### src/rtl/pcfdm_pkg.sv
// ----------------------------------------------------------------------------
// pcfdm_pkg
// Shared constants, status codes and control structs for the PWM capture
// frequency and duty meter.
// ----------------------------------------------------------------------------
package pcfdm_pkg;

	localparam int unsigned CHANNELS_DEF   = 2;
	localparam int unsigned COUNT_BITS_DEF = 16;

	localparam int unsigned CAPTURE_W = 16;
	localparam int unsigned TICK_W    = 24;
	localparam int unsigned FREQ_W    = 16;
	localparam int unsigned DUTY_W    = 14;
	localparam int unsigned STATUS_W  = 2;

	localparam int unsigned TICK_RESET = 1000000;
	localparam int unsigned DUTY_FULL  = 10000;
	localparam int unsigned FREQ_MAX   = 65535;

	typedef enum logic [STATUS_W-1:0] {
		STATUS_OK          = 2'd0,
		STATUS_ZERO_PERIOD = 2'd1,
		STATUS_CLAMPED     = 2'd2
	} status_code_t;

	// Commands from the controller to the datapath.
	typedef struct packed {
		logic cap_load;    // register an accepted transaction
		logic open_meas;   // store the rising edge of a new measurement
		logic close_meas;  // form period and high time, free the channel
		logic mul_load;    // register high time times full-scale duty
		logic div_start;   // launch both divisions
		logic emit_first;  // load a pending result
		logic emit_zero;   // load a zero-period result
		logic emit_meas;   // load a completed measurement
	} pcfdm_cmd_t;

	// Status from the datapath to the controller.
	typedef struct packed {
		logic ch_ok;
		logic seen;
		logic period_zero;
		logic div_busy;
		logic out_free;
	} pcfdm_sts_t;

endpackage

### src/rtl/pcfdm_div.sv
// ----------------------------------------------------------------------------
// pcfdm_div
// Two-lane radix-2 restoring divider: both dividends share one divisor and
// one quotient bit of each lane is formed per cycle.
// ----------------------------------------------------------------------------
module pcfdm_div #(
	parameter int unsigned DIVIDEND_W = 30,
	parameter int unsigned DIVISOR_W  = 16
) (
	input  logic                  clk,
	input  logic                  arst_n,
	input  logic                  start,
	input  logic [DIVIDEND_W-1:0] dividend_a,
	input  logic [DIVIDEND_W-1:0] dividend_b,
	input  logic [DIVISOR_W-1:0]  divisor,
	output logic                  busy,
	output logic [DIVIDEND_W-1:0] quotient_a,
	output logic [DIVIDEND_W-1:0] quotient_b
);

	localparam int unsigned CNT_W = $clog2(DIVIDEND_W + 1);

	logic                  busy_q;
	logic [CNT_W-1:0]      cnt_q;
	logic [DIVIDEND_W-1:0] dvd_a_q, dvd_b_q;
	logic [DIVISOR_W-1:0]  rem_a_q, rem_b_q, dsr_q;

	logic [DIVISOR_W:0]    part_a, part_b, trial_a, trial_b;
	logic [DIVISOR_W-1:0]  rem_a_d, rem_b_d;

	// The quotient bits shift in behind the dividend, so once every bit has
	// been consumed the dividend register holds the quotient.
	always_comb begin
		part_a  = {rem_a_q, dvd_a_q[DIVIDEND_W-1]};
		part_b  = {rem_b_q, dvd_b_q[DIVIDEND_W-1]};
		trial_a = part_a - {1'b0, dsr_q};
		trial_b = part_b - {1'b0, dsr_q};
		rem_a_d = trial_a[DIVISOR_W] ? part_a[DIVISOR_W-1:0] : trial_a[DIVISOR_W-1:0];
		rem_b_d = trial_b[DIVISOR_W] ? part_b[DIVISOR_W-1:0] : trial_b[DIVISOR_W-1:0];
	end

	always_ff @(posedge clk or negedge arst_n) begin
		if (!arst_n) begin
			busy_q <= 1'b0;
			cnt_q  <= '0;
		end else if (start) begin
			busy_q <= 1'b1;
			cnt_q  <= CNT_W'(DIVIDEND_W);
		end else if (busy_q) begin
			cnt_q  <= cnt_q - 1'b1;
			busy_q <= (cnt_q != CNT_W'(1));
		end
	end

	always_ff @(posedge clk) begin
		if (start) begin
			dvd_a_q <= dividend_a;
			dvd_b_q <= dividend_b;
			rem_a_q <= '0;
			rem_b_q <= '0;
			dsr_q   <= divisor;
		end else if (busy_q) begin
			dvd_a_q <= {dvd_a_q[DIVIDEND_W-2:0], ~trial_a[DIVISOR_W]};
			dvd_b_q <= {dvd_b_q[DIVIDEND_W-2:0], ~trial_b[DIVISOR_W]};
			rem_a_q <= rem_a_d;
			rem_b_q <= rem_b_d;
		end
	end

	assign busy       = busy_q;
	assign quotient_a = dvd_a_q;
	assign quotient_b = dvd_b_q;

endmodule

### src/rtl/pcfdm_dp.sv
// ----------------------------------------------------------------------------
// pcfdm_dp
// Datapath: per-channel edge store, span subtraction, duty scaling, the
// shared divider, result saturation and the output register.
// ----------------------------------------------------------------------------
module pcfdm_dp import pcfdm_pkg::*; #(
	parameter int unsigned CHANNELS   = CHANNELS_DEF,
	parameter int unsigned COUNT_BITS = COUNT_BITS_DEF
) (
	input  logic                 clk,
	input  logic                 arst_n,
	input  pcfdm_cmd_t           cmd,
	output pcfdm_sts_t           sts,
	input  logic                 cfg_wr_en,
	input  logic [TICK_W-1:0]    cfg_wr_data,
	input  logic                 channel,
	input  logic [CAPTURE_W-1:0] rise_capture,
	input  logic [CAPTURE_W-1:0] fall_capture,
	output logic                 out_valid,
	input  logic                 out_stall,
	output logic                 channel_out,
	output logic                 done_res,
	output logic [FREQ_W-1:0]    frequency_hz,
	output logic [DUTY_W-1:0]    duty_centipercent,
	output logic [STATUS_W-1:0]  status
);

	localparam int unsigned CH_IDX_W = (CHANNELS > 1) ? $clog2(CHANNELS) : 1;
	localparam int unsigned WIDE_W   = (COUNT_BITS > CAPTURE_W) ? COUNT_BITS : CAPTURE_W;
	localparam int unsigned PROD_W   = COUNT_BITS + DUTY_W;
	localparam int unsigned DIV_W    = (PROD_W > TICK_W) ? PROD_W : TICK_W;

	logic [TICK_W-1:0]     tick_q;
	logic [CH_IDX_W-1:0]   ch_q;
	logic [COUNT_BITS-1:0] rise_q, fall_q;
	logic [COUNT_BITS-1:0] first_edge_q [CHANNELS];
	logic [CHANNELS-1:0]   seen_q;
	logic [COUNT_BITS-1:0] period_q, high_q;
	logic [PROD_W-1:0]     prod_q;

	logic                  out_valid_q;
	logic                  channel_q, done_q;
	logic [FREQ_W-1:0]     freq_q;
	logic [DUTY_W-1:0]     duty_q;
	logic [STATUS_W-1:0]   status_q;

	logic [WIDE_W-1:0]     rise_wide, fall_wide;
	logic [DIV_W-1:0]      quo_a, quo_b, duty_red;
	logic                  div_busy;
	logic                  freq_sat, duty_over, red_over;
	logic [FREQ_W-1:0]     freq_val;
	logic [DUTY_W-1:0]     duty_val;
	status_code_t          status_val;

	// Captures are taken modulo the counter width.
	assign rise_wide = WIDE_W'(rise_capture);
	assign fall_wide = WIDE_W'(fall_capture);

	always_ff @(posedge clk or negedge arst_n) begin
		if (!arst_n) begin
			tick_q <= TICK_W'(TICK_RESET);
		end else if (cfg_wr_en) begin
			tick_q <= cfg_wr_data;
		end
	end

	always_ff @(posedge clk or negedge arst_n) begin
		if (!arst_n) begin
			seen_q <= '0;
		end else if (cmd.open_meas) begin
			seen_q[ch_q] <= 1'b1;
		end else if (cmd.close_meas) begin
			seen_q[ch_q] <= 1'b0;
		end
	end

	always_ff @(posedge clk) begin
		if (cmd.cap_load) begin
			ch_q   <= CH_IDX_W'(channel);
			rise_q <= rise_wide[COUNT_BITS-1:0];
			fall_q <= fall_wide[COUNT_BITS-1:0];
		end
		if (cmd.open_meas) begin
			first_edge_q[ch_q] <= rise_q;
		end
		if (cmd.close_meas) begin
			period_q <= rise_q - first_edge_q[ch_q];
			high_q   <= fall_q - first_edge_q[ch_q];
		end
		if (cmd.mul_load) begin
			prod_q <= PROD_W'(high_q) * PROD_W'(DUTY_FULL);
		end
	end

	pcfdm_div #(
		.DIVIDEND_W (DIV_W),
		.DIVISOR_W  (COUNT_BITS)
	) u_div (
		.clk        (clk),
		.arst_n     (arst_n),
		.start      (cmd.div_start),
		.dividend_a (DIV_W'(tick_q)),
		.dividend_b (DIV_W'(prod_q)),
		.divisor    (period_q),
		.busy       (div_busy),
		.quotient_a (quo_a),
		.quotient_b (quo_b)
	);

	// A duty above full scale first loses one full scale; only a value that
	// is still too large is clamped and flagged.
	always_comb begin
		freq_sat  = quo_a > DIV_W'(FREQ_MAX);
		freq_val  = freq_sat ? FREQ_W'(FREQ_MAX) : quo_a[FREQ_W-1:0];
		duty_over = quo_b > DIV_W'(DUTY_FULL);
		duty_red  = quo_b - DIV_W'(DUTY_FULL);
		red_over  = duty_red > DIV_W'(DUTY_FULL);
		if (!duty_over) begin
			duty_val = quo_b[DUTY_W-1:0];
		end else if (red_over) begin
			duty_val = DUTY_W'(DUTY_FULL);
		end else begin
			duty_val = duty_red[DUTY_W-1:0];
		end
		status_val = (freq_sat || (duty_over && red_over)) ? STATUS_CLAMPED : STATUS_OK;
	end

	always_ff @(posedge clk or negedge arst_n) begin
		if (!arst_n) begin
			out_valid_q <= 1'b0;
		end else if (cmd.emit_first || cmd.emit_zero || cmd.emit_meas) begin
			out_valid_q <= 1'b1;
		end else if (!out_stall) begin
			out_valid_q <= 1'b0;
		end
	end

	always_ff @(posedge clk) begin
		if (cmd.emit_first) begin
			channel_q <= ch_q[0];
			done_q    <= 1'b0;
			freq_q    <= '0;
			duty_q    <= '0;
			status_q  <= STATUS_OK;
		end else if (cmd.emit_zero) begin
			channel_q <= ch_q[0];
			done_q    <= 1'b1;
			freq_q    <= '0;
			duty_q    <= '0;
			status_q  <= STATUS_ZERO_PERIOD;
		end else if (cmd.emit_meas) begin
			channel_q <= ch_q[0];
			done_q    <= 1'b1;
			freq_q    <= freq_val;
			duty_q    <= duty_val;
			status_q  <= status_val;
		end
	end

	assign sts.ch_ok       = (32'(channel) < CHANNELS);
	assign sts.seen        = seen_q[ch_q];
	assign sts.period_zero = (period_q == '0);
	assign sts.div_busy    = div_busy;
	assign sts.out_free    = !out_valid_q || !out_stall;

	assign out_valid         = out_valid_q;
	assign channel_out       = channel_q;
	assign done_res          = done_q;
	assign frequency_hz      = freq_q;
	assign duty_centipercent = duty_q;
	assign status            = status_q;

endmodule

### src/rtl/pcfdm_ctrl.sv
// ----------------------------------------------------------------------------
// pcfdm_ctrl
// Controller: sequences one capture transaction at a time through edge
// lookup, scaling, division and result hand-off.
// ----------------------------------------------------------------------------
module pcfdm_ctrl import pcfdm_pkg::*; (
	input  logic       clk,
	input  logic       arst_n,
	input  logic       in_valid,
	output logic       in_stall,
	input  pcfdm_sts_t sts,
	output pcfdm_cmd_t cmd
);

	typedef enum logic [7:0] {
		ST_IDLE       = 8'b0000_0001,
		ST_EVAL       = 8'b0000_0010,
		ST_MUL        = 8'b0000_0100,
		ST_START      = 8'b0000_1000,
		ST_DIV        = 8'b0001_0000,
		ST_EMIT_FIRST = 8'b0010_0000,
		ST_EMIT_ZERO  = 8'b0100_0000,
		ST_EMIT_MEAS  = 8'b1000_0000
	} state_t;

	state_t state_q, state_d;

	always_comb begin
		state_d = state_q;
		cmd     = '0;
		case (state_q)
			ST_IDLE: begin
				// Transactions on a channel beyond the configured count are dropped.
				if (in_valid && sts.ch_ok) begin
					cmd.cap_load = 1'b1;
					state_d      = ST_EVAL;
				end
			end
			ST_EVAL: begin
				if (sts.seen) begin
					cmd.close_meas = 1'b1;
					state_d        = ST_MUL;
				end else begin
					cmd.open_meas = 1'b1;
					state_d       = ST_EMIT_FIRST;
				end
			end
			ST_MUL: begin
				cmd.mul_load = 1'b1;
				state_d      = sts.period_zero ? ST_EMIT_ZERO : ST_START;
			end
			ST_START: begin
				cmd.div_start = 1'b1;
				state_d       = ST_DIV;
			end
			ST_DIV: begin
				if (!sts.div_busy) begin
					state_d = ST_EMIT_MEAS;
				end
			end
			ST_EMIT_FIRST: begin
				if (sts.out_free) begin
					cmd.emit_first = 1'b1;
					state_d        = ST_IDLE;
				end
			end
			ST_EMIT_ZERO: begin
				if (sts.out_free) begin
					cmd.emit_zero = 1'b1;
					state_d       = ST_IDLE;
				end
			end
			ST_EMIT_MEAS: begin
				if (sts.out_free) begin
					cmd.emit_meas = 1'b1;
					state_d       = ST_IDLE;
				end
			end
			default: begin
				state_d = ST_IDLE;
			end
		endcase
	end

	always_ff @(posedge clk or negedge arst_n) begin
		if (!arst_n) begin
			state_q <= ST_IDLE;
		end else begin
			state_q <= state_d;
		end
	end

	assign in_stall = (state_q != ST_IDLE);

endmodule

### src/rtl/pwm_capture_freq_duty_meter_unit.sv
// A first-edge transaction passes the evaluate state and then its emit state; a
// zero period passes evaluate, multiply and emit; a full measurement passes
// evaluate, multiply, start and the radix-2 divider, one bit a cycle, then emit.
// One transaction is in flight at a time, so a new one is accepted only once the
// last has been emitted or dropped; the output register holds the result.
// Reset clears the seen flags and output valid and sets the tick rate to 1 MHz.
// ----------------------------------------------------------------------------
// pwm_capture_freq_duty_meter_unit
// Measures PWM frequency and positive duty per channel from pairs of rising
// and falling timer captures.
// ----------------------------------------------------------------------------
module pwm_capture_freq_duty_meter_unit import pcfdm_pkg::*; #(
	parameter int unsigned CHANNELS   = CHANNELS_DEF,
	parameter int unsigned COUNT_BITS = COUNT_BITS_DEF
) (
	input  logic                 clk,
	input  logic                 arst_n,
	input  logic                 cfg_wr_en,
	input  logic [TICK_W-1:0]    cfg_wr_data,
	input  logic                 in_valid,
	output logic                 in_stall,
	input  logic                 channel,
	input  logic [CAPTURE_W-1:0] rise_capture,
	input  logic [CAPTURE_W-1:0] fall_capture,
	output logic                 out_valid,
	input  logic                 out_stall,
	output logic                 channel_out,
	output logic                 done_res,
	output logic [FREQ_W-1:0]    frequency_hz,
	output logic [DUTY_W-1:0]    duty_centipercent,
	output logic [STATUS_W-1:0]  status
);

	pcfdm_cmd_t cmd;
	pcfdm_sts_t sts;

	pcfdm_ctrl u_ctrl (
		.clk      (clk),
		.arst_n   (arst_n),
		.in_valid (in_valid),
		.in_stall (in_stall),
		.sts      (sts),
		.cmd      (cmd)
	);

	pcfdm_dp #(
		.CHANNELS   (CHANNELS),
		.COUNT_BITS (COUNT_BITS)
	) u_dp (
		.clk               (clk),
		.arst_n            (arst_n),
		.cmd               (cmd),
		.sts               (sts),
		.cfg_wr_en         (cfg_wr_en),
		.cfg_wr_data       (cfg_wr_data),
		.channel           (channel),
		.rise_capture      (rise_capture),
		.fall_capture      (fall_capture),
		.out_valid         (out_valid),
		.out_stall         (out_stall),
		.channel_out       (channel_out),
		.done_res          (done_res),
		.frequency_hz      (frequency_hz),
		.duty_centipercent (duty_centipercent),
		.status            (status)
	);

endmodule

### config.mk
export PLATFORM = sky130hd
export DESIGN_NAME = pwm_capture_freq_duty_meter_unit
export DESIGN_NICKNAME = d
export VERILOG_FILES = /design/src/rtl/pcfdm_pkg.sv /design/src/rtl/pcfdm_div.sv /design/src/rtl/pcfdm_dp.sv /design/src/rtl/pcfdm_ctrl.sv /design/src/rtl/pwm_capture_freq_duty_meter_unit.sv
export SDC_FILE = /design/constraint.sdc
export NUM_CORES = 1
export LEC_CHECK = 0
export BUFFER_PORTS_ARGS = -buffer_cell sky130_fd_sc_hd__buf_2
export CAP_MARGIN = 10
export CORE_ASPECT_RATIO = 2
export CORE_MARGIN = 1
export CORE_UTILIZATION = 60
export CTS_CLUSTER_SIZE = 14
export DETAILED_ROUTE_END_ITERATION = 10
export HOLD_SLACK_MARGIN = 0.05
export PLACE_DENSITY = 0.79
export SYNTH_ARGS = -nofsm -noshare
export SYNTH_HDL_FRONTEND = slang
export SYNTH_HIERARCHICAL = 1
export SYNTH_SLANG_ARGS = --single-unit
### constraint.sdc
create_clock -name clk -period 7.92 [get_ports clk]
set_clock_uncertainty 0.05 [all_clocks]
set_input_delay 1.584 -clock clk [delete_from_list [all_inputs] [get_ports clk]]
set_output_delay 1.584 -clock clk [all_outputs]
set_load 0.02 [all_outputs]
# == Yosys cells after proc, flatten, opt, wreduce, memory -nomap -nowiden ==
# Memory sizes are Yosys's and may differ from the RTL's. A register that Yosys moved wholly into a read port is not among the register bits.
# Index checks and enable logic that the tools add are counted.
# word_totals
reg_bits,274
ramBits,32
in_bits,62
out_inout_bits,36
word_cells,122
memories,1
# classes
addsub,6
n_mul,1
n_lt_le_gt_ge,5
eq_ne,14
mux,49
n_bitwise,5
n_reduce_logical,16
# memory_table
name,words,word_bits,read_ports,rd_clocked_by_memory_dff,write_ports,line_no,text
u_dp.first_edge_q,2,16,1,1,1,pcfdm_dp.sv:36,logic [COUNT_BITS-1:0] first_edge_q [CHANNELS];
# op_table
op,n
"30-bit by 14-bit greater-than comparator with 1-bit output, second input constant",2
30-bit 2-to-1 mux,2
16-bit 2-to-1 mux,3
24-bit 2-to-1 mux,2
8-bit case mux with 6 select lines,1
17-bit by 16-bit subtractor with 17-bit output,2
16-bit subtractor,2
"30-bit by 16-bit greater-than comparator with 1-bit output, second input constant",1
"30-bit by 14-bit subtractor with 30-bit output, second input constant",1
14-bit 2-to-1 mux,2
1-bit 2-to-1 mux,27
"16-bit by 10-bit multiplier with 26-bit output, second input constant",1
8-bit 2-to-1 mux,3
16-bit logical NOT,1
5-bit 2-to-1 mux,2
"8-bit by 1-bit equality test with 1-bit output, second input constant",1
"8-bit by 2-bit equality test with 1-bit output, second input constant",1
"8-bit by 3-bit equality test with 1-bit output, second input constant",1
"8-bit by 4-bit equality test with 1-bit output, second input constant",1
"8-bit by 5-bit equality test with 1-bit output, second input constant",1
"8-bit by 6-bit equality test with 1-bit output, second input constant",1
"8-bit by 7-bit equality test with 1-bit output, second input constant",1
"8-bit equality test, second input constant",1
2-bit 2-to-1 mux,4
other kinds (22),32

# == Longest topological paths before layout ==
# Gate-level depths: netlist of run 1.
# logic_depth
ltp_word,8
ltp_mapped,18
mapped_depth_nobuf,18

# == Hierarchy ==
# The synthesis of run 1 kept the hierarchy.
# modules_own_cells
mod,instances,cells_each,area_each_um2,seq_area_each_um2
pcfdm_dp,1,895,10696.5,5088.6
pcfdm_div,1,595,6542.5,3072.9
pcfdm_ctrl,1,57,519.2,201.4

# == Worst setup path after synthesis of run 1 ==
# No wires, ideal clock.
# synth_path
kind,flip-flop to flip-flop
startpoint,register u_dp.high_q[8]
endpoint,"register u_dp.prod_q[29], data pin"
setup_ns,0.195
arrival_ns,4.881
t_required_ns,7.675
setup_slack_ns,2.794
stages_incl_launch_ff,19
n_path_buf,0
synth_period_minus_slack_ns,5.126
path_cell_list,edfxtp_1 inv_1 fa_1 inv_1 ha_1 fa_1 ha_1 inv_1 fa_1 inv_1 ha_1 a21oi_1 o21ai_0 or3_1 nor3_1 nor3_1 o41ai_1 or4b_2 o311ai_0
# synth_between
elab_chain_len,1
# synth_lines
item,line_no,text
"start, declared",pcfdm_dp.sv:38,"logic [COUNT_BITS-1:0] period_q, high_q;"
"start signal, assigned",pcfdm_dp.sv:88,high_q <= fall_q - first_edge_q[ch_q];
16-bit by 10-bit multiplier with 26-bit output,pcfdm_dp.sv:91,prod_q <= PROD_W'(high_q) * PROD_W'(DUTY_FULL);
"end signal, assigned",pcfdm_dp.sv:91,
"end, declared",pcfdm_dp.sv:39,logic [PROD_W-1:0] prod_q;
# No other way between the ends.
# A chain may end at the register's enable or synchronous reset.

# == Worst setup path in the final report of run 1 ==
# Ends and elaborated chain as after synthesis.

==> results of run 1 <==
## routing by layer
layer  GRT usage  wire length, um  part of all wire
met2       0.483            20500              0.56
met4       0.128             1770             0.048
met3      0.0257             1150             0.032
met1       0.251            13100              0.36
met5           0                0                 0
## sequential cells by signal, indices dropped and copies added (netlist names), 24 cells and up, named ones only
signal and cells:
u_dp/first_edge_q 32, u_dp/prod_q 26, u_dp/tick_q 24, u_dp/u_div/quotient_a 30, u_dp/u_div/quotient_b 30
## final cells by class
type / count / area [um^2] / area share
Clock buffer: 43 / 798 / 0.0411
Clock inverter: 8 / 71.3 / 0.00367
Inverter: 136 / 510 / 0.0263
Multi-Input combinational cell: 1063 / 8680 / 0.447
Sequential cell: 307 / 8360 / 0.430
Tap cell: 360 / 450 / 0.0232
Timing Repair Buffer: 107 / 561 / 0.0288
## kinds of logic (layout without fill, tap and decap cells)
logic type                 after synthesis  after routing  synth area share
AOI/OAI and AO/OA                      332            332             0.136
xor gates and xnor gates                70             70            0.0371
DFF                                    307            307             0.471
and+or+nand+nor                        368            368             0.106
muxes                                  105            105            0.0655
adders and majority gates              177            177             0.141
other                                    2             11          0.000423
buffers and inverters                  186            294            0.0430
## per-stage QoR
step | cells | cell area [um^2] | power, uW | worst slack, ns
after floorplan | 1556 | 17800 | 3650 | 2.79
after global placement | 1973 | 18600 | 3990 | 2.48
after detailed placement | 1973 | 18600 | 4060 | 2.37
after CTS | 2024 | 19400 | 5370 | 2.34
after global routing | 2024 | 19400 | 5690 | 2.06
final | 2024 | 19400 | 5340 | 2.35
## critical path: cells and delay by family (launching register included)
family,cells,cell delay [ns]
buf+inv,4,0.27
fa+ha+maj,6,2.48
simple gates,4,1.30
flops,1,0.41
compound gates,4,0.88
## path summary, 6_finish.rpt
kind,start,end,depth (start not counted)
min in group asynchronous,arst_n,u_dp/tick_q[11],1
hold / removal,u_dp/period_q[4],u_dp/u_div/dsr_q[4],0
setup / recovery,u_dp/high_q[8],u_dp/prod_q[29],18
max in group asynchronous,arst_n,asynchronous set/reset pin,1
setup reg to reg,u_dp/high_q[8],u_dp/prod_q[29],18
hold reg to reg,u_dp/period_q[4],u_dp/u_div/dsr_q[4],0
## cells in the mapped netlist, drive strengths merged, types with 8 or more instances
library cell,n,area (um^2)
clkbuf,33,125
nor3,32,160
nor4,16,119
a21oi,76,407
dfxtp,66,1320
nand2,103,387
o21a,16,120
nand2b,26,163
nor2b,13,81.3
fa,39,781
o31ai,13,111
or3,8,50.1
o21bai,9,67.6
a311oi,19,198
a21o,17,128
nand4,12,75.1
o21ai,69,349
inv,136,510
a31oi,11,68.8
buf,17,128
edfxtp,200,6010
dfstp,8,210
dfrtp,33,826
xnor2,40,395
ha,138,1730
nand3,29,145
mux2,86,972
nor2,77,289
o221a,16,180
mux2i,19,190
and3,16,106
xor2,30,263
a211oi,15,118
## power groups by stage
stage                     combinational (uW)  clock, uW  sequential, uW
after floorplan                         1560          0            2090
after global placement                  1850          0            2130
after detailed placement                1920          0            2140
after CTS                               1930       1330            2110
after global routing                    2170       1380            2130
final                                   1930       1300            2110
==> impl_metrics.py, run 1 <==
metrics = {
    "grt": {
        "grt_pass1_vias": 12600,
        "antenna_found_initial": 0,
        "grt_overflow": 0,
        "grt_pass1_wl_mm": 59.4,
        "grt_usage": 0.249,
        "grt_start_max_net_pins": 61,
    },
    "critical_path": {
        "startpoint_type": "flip-flop",
        "critical_path_class": "reg2reg",
        "path_max_fanout": 5,
        "crit_top_cell": "inv_1",
        "cpMaxStageDelayCell": "or4b_2",
        "reg2reg_slack_ns": 2.35,
        "cp_cell_sequence": "inv_1 > fa_1 > inv_1 > ha_1 > fa_1 > ha_1 > inv_1 > fa_1 > inv_1 > ha_1 > a21oi_1 > o21ai_0 > or3_1 > nor3_1 > nor3_1 > o41ai_1 > or4b_2 > o311ai_0",
        "required_ns": 8.23,
        "arrival_ns": 5.88,
        "end_kind": "flip-flop",
        "critical_path.max_stage_delay_ns": 0.62,
    },
    "floorplanning": {
        "die_area_um2": 30300,
        "die_w_um": 124,
        "rows": 88,
        "start_util": 0.613,
        "core_area_um2": 29000,
        "io_pins": 98,
        "die_y_um": 245,
    },
    "logic_synthesis": {
        "synth_area_um2": 17800,
        "synth-seq-cells": 307,
        "ys_warn_count": 6,
        "synth_edf_count": 200,
        "synth_flop_cell": "edfxtp_1",
        "yosysUniqueCellTypes": 100,
        "synthCells": 1547,
        "yosysSeqAreaShare": 0.471,
        "syn_area_per_cell_um2": 11.5,
        "async_flop_share": 0.134,
    },
    "finish": {
        "final_nets": 1882,
        "area_growth_syn_to_layout_pct": 9.43,
        "final_cell_mix": "200 x edfxtp_1, 138 x ha_1, 134 x inv_1",
        "n_antenna_cell": 0,
        "drive_gt1_frac": 0.178,
        "final_common_cell": "edfxtp_1",
        "fillerInstances": 2200,
        "final_core_util": 0.671,
    },
    "route": {
        "drt_iter0_drc": 591,
        "dr.pass1.iters": 5,
        "drtAntennaViolNets": 0,
        "drc": 0,
        "vias": 12100,
        "viasPerCell": 5.98,
        "wl_per_cell_um": 18.1,
        "wirelength_mm": 36.5,
    },
    "power": {
        "p_int_uw": 3520,
        "seq_power_share": 0.395,
        "p_per_area_nw_per_um2": 275,
        "clkPwrFrac": 0.243,
        "leakagePower_uw": 0.00801,
        "switchingPower_uw": 1820,
        "combPwrFrac": 0.362,
        "peakVddDrop_uv": 213,
        "swShare": 0.341,
    },
    "sta": {
        "hold_viol": 0,
        "rsz0062_at_grt": "no",
        "holdWs_ns": 0.399,
        "fin_tns_setup_ns": 0,
        "setup_viol": 0,
        "slew-limit-headroom": 0.224,
        "worst_pin_slew_ns": 1.16,
        "period_minus_slack_ns": 5.57,
        "timing.final.crit_share": 0.703,
        "fmaxAchievable_ghz": 0.180,
        "slew_viol_final": 0,
    },
    "clock_network": {
        "post_cts_buffers": 0,
        "cts_max_level": 1,
        "cts_resized": 0,
        "root_buffer": "clkbuf_16",
        "path_clk_slew_ns": 0.07,
        "clockBufferDepth": 3,
        "clk_latency_ns": 0.55,
        "cts_made_buffers": 28,
        "ctsHoldBuffers": 0,
        "cts_tree": "built",
        "clock_sinks": 307,
    },
    "run_status": {
        "status": "complete, no violations",
    },
    "place": {
        "hpwl_mm": 27.7,
        "port_buffers": 97,
        "place.gp.congestion": 0.904,
    },
    "min_path": {
        "hold_class": "reg2reg",
    },
    "job": {
        "drv_cap": 0,
    },
}
Note: power is estimated with default switching activity, not from simulation.
==> run 2, diff against run 1 <==
--- a/config.mk
+++ b/config.mk
@@ -5,6 +5,7 @@
 export SDC_FILE = /design/constraint.sdc
 export NUM_CORES = 1
 export LEC_CHECK = 0
+export ABC_AREA = 1
 export BUFFER_PORTS_ARGS = -buffer_cell sky130_fd_sc_hd__buf_2
 export CAP_MARGIN = 10
 export CORE_ASPECT_RATIO = 2
@@ -13,7 +14,7 @@
 export CTS_CLUSTER_SIZE = 14
 export DETAILED_ROUTE_END_ITERATION = 10
 export HOLD_SLACK_MARGIN = 0.05
-export PLACE_DENSITY = 0.79
+export PLACE_DENSITY = 0.78
 export SYNTH_ARGS = -nofsm -noshare
 export SYNTH_HDL_FRONTEND = slang
 export SYNTH_HIERARCHICAL = 1
==> constraint.sdc (replaced) <==
create_clock -name clk -period 5.5 [get_ports clk]
set_clock_uncertainty 0.05 [all_clocks]
set_input_delay 1.1 -clock clk [delete_from_list [all_inputs] [get_ports clk]]
set_output_delay 1.1 -clock clk [all_outputs]
set_load 0.02 [all_outputs]
==> run 2 against run 1 <==
Effect of this change: flip-flop and latch count stayed put; maximum frequency rose by 15%; via count is 22% higher; sequential power rose by 61%; global-route usage rose by 3.2 points; largest cell class unchanged.
==> impl_metrics.py, run 2 <==
metrics = {
    "run_status": {
        "status": "complete, no violations",
    },
    "finish": {
        "final_nets": 2546,
        "fillerInstances": 2543,
        "largest_reg_flops": 32,
        "final-seq-area_um2": 8360,
        "final_cell_mix": "691 x nand2_1, 335 x inv_1, 200 x edfxtp_1",
        "multiInputGateArea_um2": 9060,
        "final_common_cell": "nand2_1",
        "drive_gt1_frac": 0.109,
        "final_cell_area_um2": 20700,
        "area_growth_syn_to_layout_pct": 9.65,
        "top_register": "u_dp/first_edge_q",
        "final_cells": 2748,
    },
    "power": {
        "seq_power_share": 0.347,
        "swShare": 0.408,
        "clkPwrFrac": 0.197,
        "combPwrFrac": 0.455,
        "p_per_area_nw_per_um2": 473,
        "switchingPower_uw": 4000,
        "leakagePower_uw": 0.0102,
        "peakVddDrop_uv": 426,
        "p_int_uw": 5790,
    },
    "logic_synthesis": {
        "synthTopCellsByCount": "691 x nand2_1, 337 x inv_1, 200 x edfxtp_1",
        "async_flop_share": 0.134,
        "synthCells": 2203,
        "synth_top_area_cell": "edfxtp_1",
        "yosysUniqueCellTypes": 51,
        "synth_edf_count": 200,
        "ys_warn_count": 6,
        "muxShareOfSynthArea": 0.0224,
        "synth_top_area_share": 0.318,
        "yosysMostFrequentCell": "nand2_1",
        "synth_top_family_by_area": "simple AND/OR/NAND/NOR gates",
        "yosysSeqAreaShare": 0.443,
        "syn_area_per_cell_um2": 8.57,
        "synth-seq-cells": 307,
        "synth-compound-area-share": 0.0547,
        "synth_area_um2": 18900,
        "yosys-top-cells-area": "edfxtp_1 32%, nand2_1 14%, ha_1 9.1%, dfxtp_1 7.0%, inv_1 6.7%",
        "synth_xor_area_frac": 0.0297,
        "yosys.area_share.adder": 0.133,
        "synth_flop_cell": "edfxtp_1",
        "synth-simple-area-share": 0.237,
    },
    "sta": {
        "slew_viol_final": 0,
        "setup_viol": 0,
        "rsz0062_at_grt": "no",
        "hold_viol": 0,
        "worst_pin_slew_ns": 1.04,
        "slew-limit-headroom": 0.307,
        "fmaxAchievable_ghz": 0.206,
        "fin_tns_setup_ns": 0,
        "timing.final.crit_share": 0.883,
        "period_minus_slack_ns": 4.85,
    },
    "route": {
        "drc": 0,
        "wl_per_cell_um": 16.2,
        "drt_iter0_drc": 827,
        "wirelength_mm": 44.4,
        "drtAntennaViolNets": 0,
        "dr.pass1.iters": 6,
        "viasPerCell": 5.39,
        "vias": 14800,
    },
    "min_path": {
        "hold_class": "reg2reg",
    },
    "clock_network": {
        "cts_max_level": 1,
        "cts_resized": 0,
        "clk_latency_ns": 0.56,
        "cts_tree": "built",
        "ctsHoldBuffers": 0,
        "clockBufferDepth": 3,
        "path_clk_slew_ns": 0.06,
        "clock_sinks": 307,
        "root_buffer": "clkbuf_16",
        "post_cts_buffers": 0,
        "cts_made_buffers": 28,
    },
    "floorplanning": {
        "die_y_um": 253,
        "start_util": 0.612,
        "die_w_um": 127,
        "io_pins": 98,
        "die_area_um2": 32200,
        "rows": 91,
        "core_area_um2": 30900,
    },
    "grt": {
        "grt_start_max_net_pins": 68,
        "grt_use_met2": 0.551,
        "antenna_found_initial": 1,
        "grt_pass1_wl_mm": 70.7,
        "grt_pass1_vias": 14800,
        "grt.met1_usage": 0.275,
        "gr-max-usage-layer": "met2",
        "grt_usage": 0.280,
        "grt_util_met3": 0.0277,
        "grt_overflow": 0,
    },
    "critical_path": {
        "path_max_fanout": 5,
        "arrival_ns": 5.10,
        "end_kind": "flip-flop",
        "startpoint_type": "flip-flop",
        "required_ns": 5.75,
        "critical_path_class": "reg2reg",
        "reg2reg_slack_ns": 0.65,
    },
    "place": {
        "dpl_cell_area_um2": 19800,
        "place_inst": 2695,
        "port_buffers": 97,
        "hpwl_mm": 34.4,
        "place.gp.congestion": 0.992,
    },
    "job": {
        "drv_cap": 0,
    },
}
[run 2: cell families after synthesis]
logic type	count (synthesis)
flip-flops	307
AND/OR/NAND/NOR	1041
AO/OA/AOI/OAI	183
multiplexers	39
other	2
XOR/XNOR	64
adder cells (fa/ha/maj)	177
buffers and inverters	390
[run 2: per-layer routing]
metal / wire, um / share of wire / vias up
met4: 2660 / 0.060 / 0
met5: 0 / 0 / -
met1: 15600 / 0.35 / 7014
met3: 1410 / 0.032 / 119
met2: 24700 / 0.56 / 367
li1: - / - / 7317
[run 2: worst paths after layout]
| check | from | to | cells after the start |
|---|---|---|---|
| max | u_dp/high_q[5] | u_dp/prod_q[24] | 19 |
| min | u_dp/period_q[13] | u_dp/u_div/dsr_q[13] | 0 |
| max reg2reg | u_dp/high_q[5] | u_dp/prod_q[24] | 19 |
| min reg2reg | u_dp/period_q[13] | u_dp/u_div/dsr_q[13] | 0 |
| max in group asynchronous | arst_n | u_dp/u_div/cnt_q[1] | 1 |
| min in group asynchronous | arst_n | u_dp/tick_q[11] | 1 |
[run 2: worst max-delay path, stage by stage, from the launching register on]
cell and delay, ns:
edfxtp_1 0.45, inv_1 0.13, fa_1 0.55, inv_1 0.04, ha_1 0.29, fa_1 0.48, ha_1 0.29, inv_1 0.05
fa_1 0.50, inv_1 0.05, ha_1 0.37, nand2_1 0.11, o21ai_0 0.26, a21oi_1 0.11, o21ai_0 0.40, nand4_1 0.14
nand2_1 0.14, nand2_1 0.06, nand2_1 0.07, xor2_1 0.06
[run 2: power groups by stage]
stage	clock network [uW]	registers [uW]	logic [uW]
global route	2050	3440	4990
finish	1930	3400	4460
global placement	0	3430	4210
floorplan	0	3360	3290
CTS	1970	3400	4410
detailed placement	0	3440	4370
[run 2: metrics by stage]
stage	total power (uW)	util	hold slack (ns)	setup WS, ns
floorplan	6650	-	0.377	1.20
global placement	7640	0.642	0.381	0.879
detailed placement	7810	0.642	0.384	0.774
CTS	9770	0.671	0.395	0.751
global route	10500	0.671	0.408	0.435
finish	9790	0.671	0.396	0.646
[run 2: cell type report]
| class | instances | area share |
|---|---|---|
| multi-input combinational | 1515 | 0.437 |
| antenna | 1 | 0.000121 |
| sequential | 307 | 0.404 |
| tap | 418 | 0.0253 |
| clock buffer | 43 | 0.0385 |
| timing repair buffer | 106 | 0.0267 |
| clock inverter | 9 | 0.00483 |
| inverter | 349 | 0.0633 |
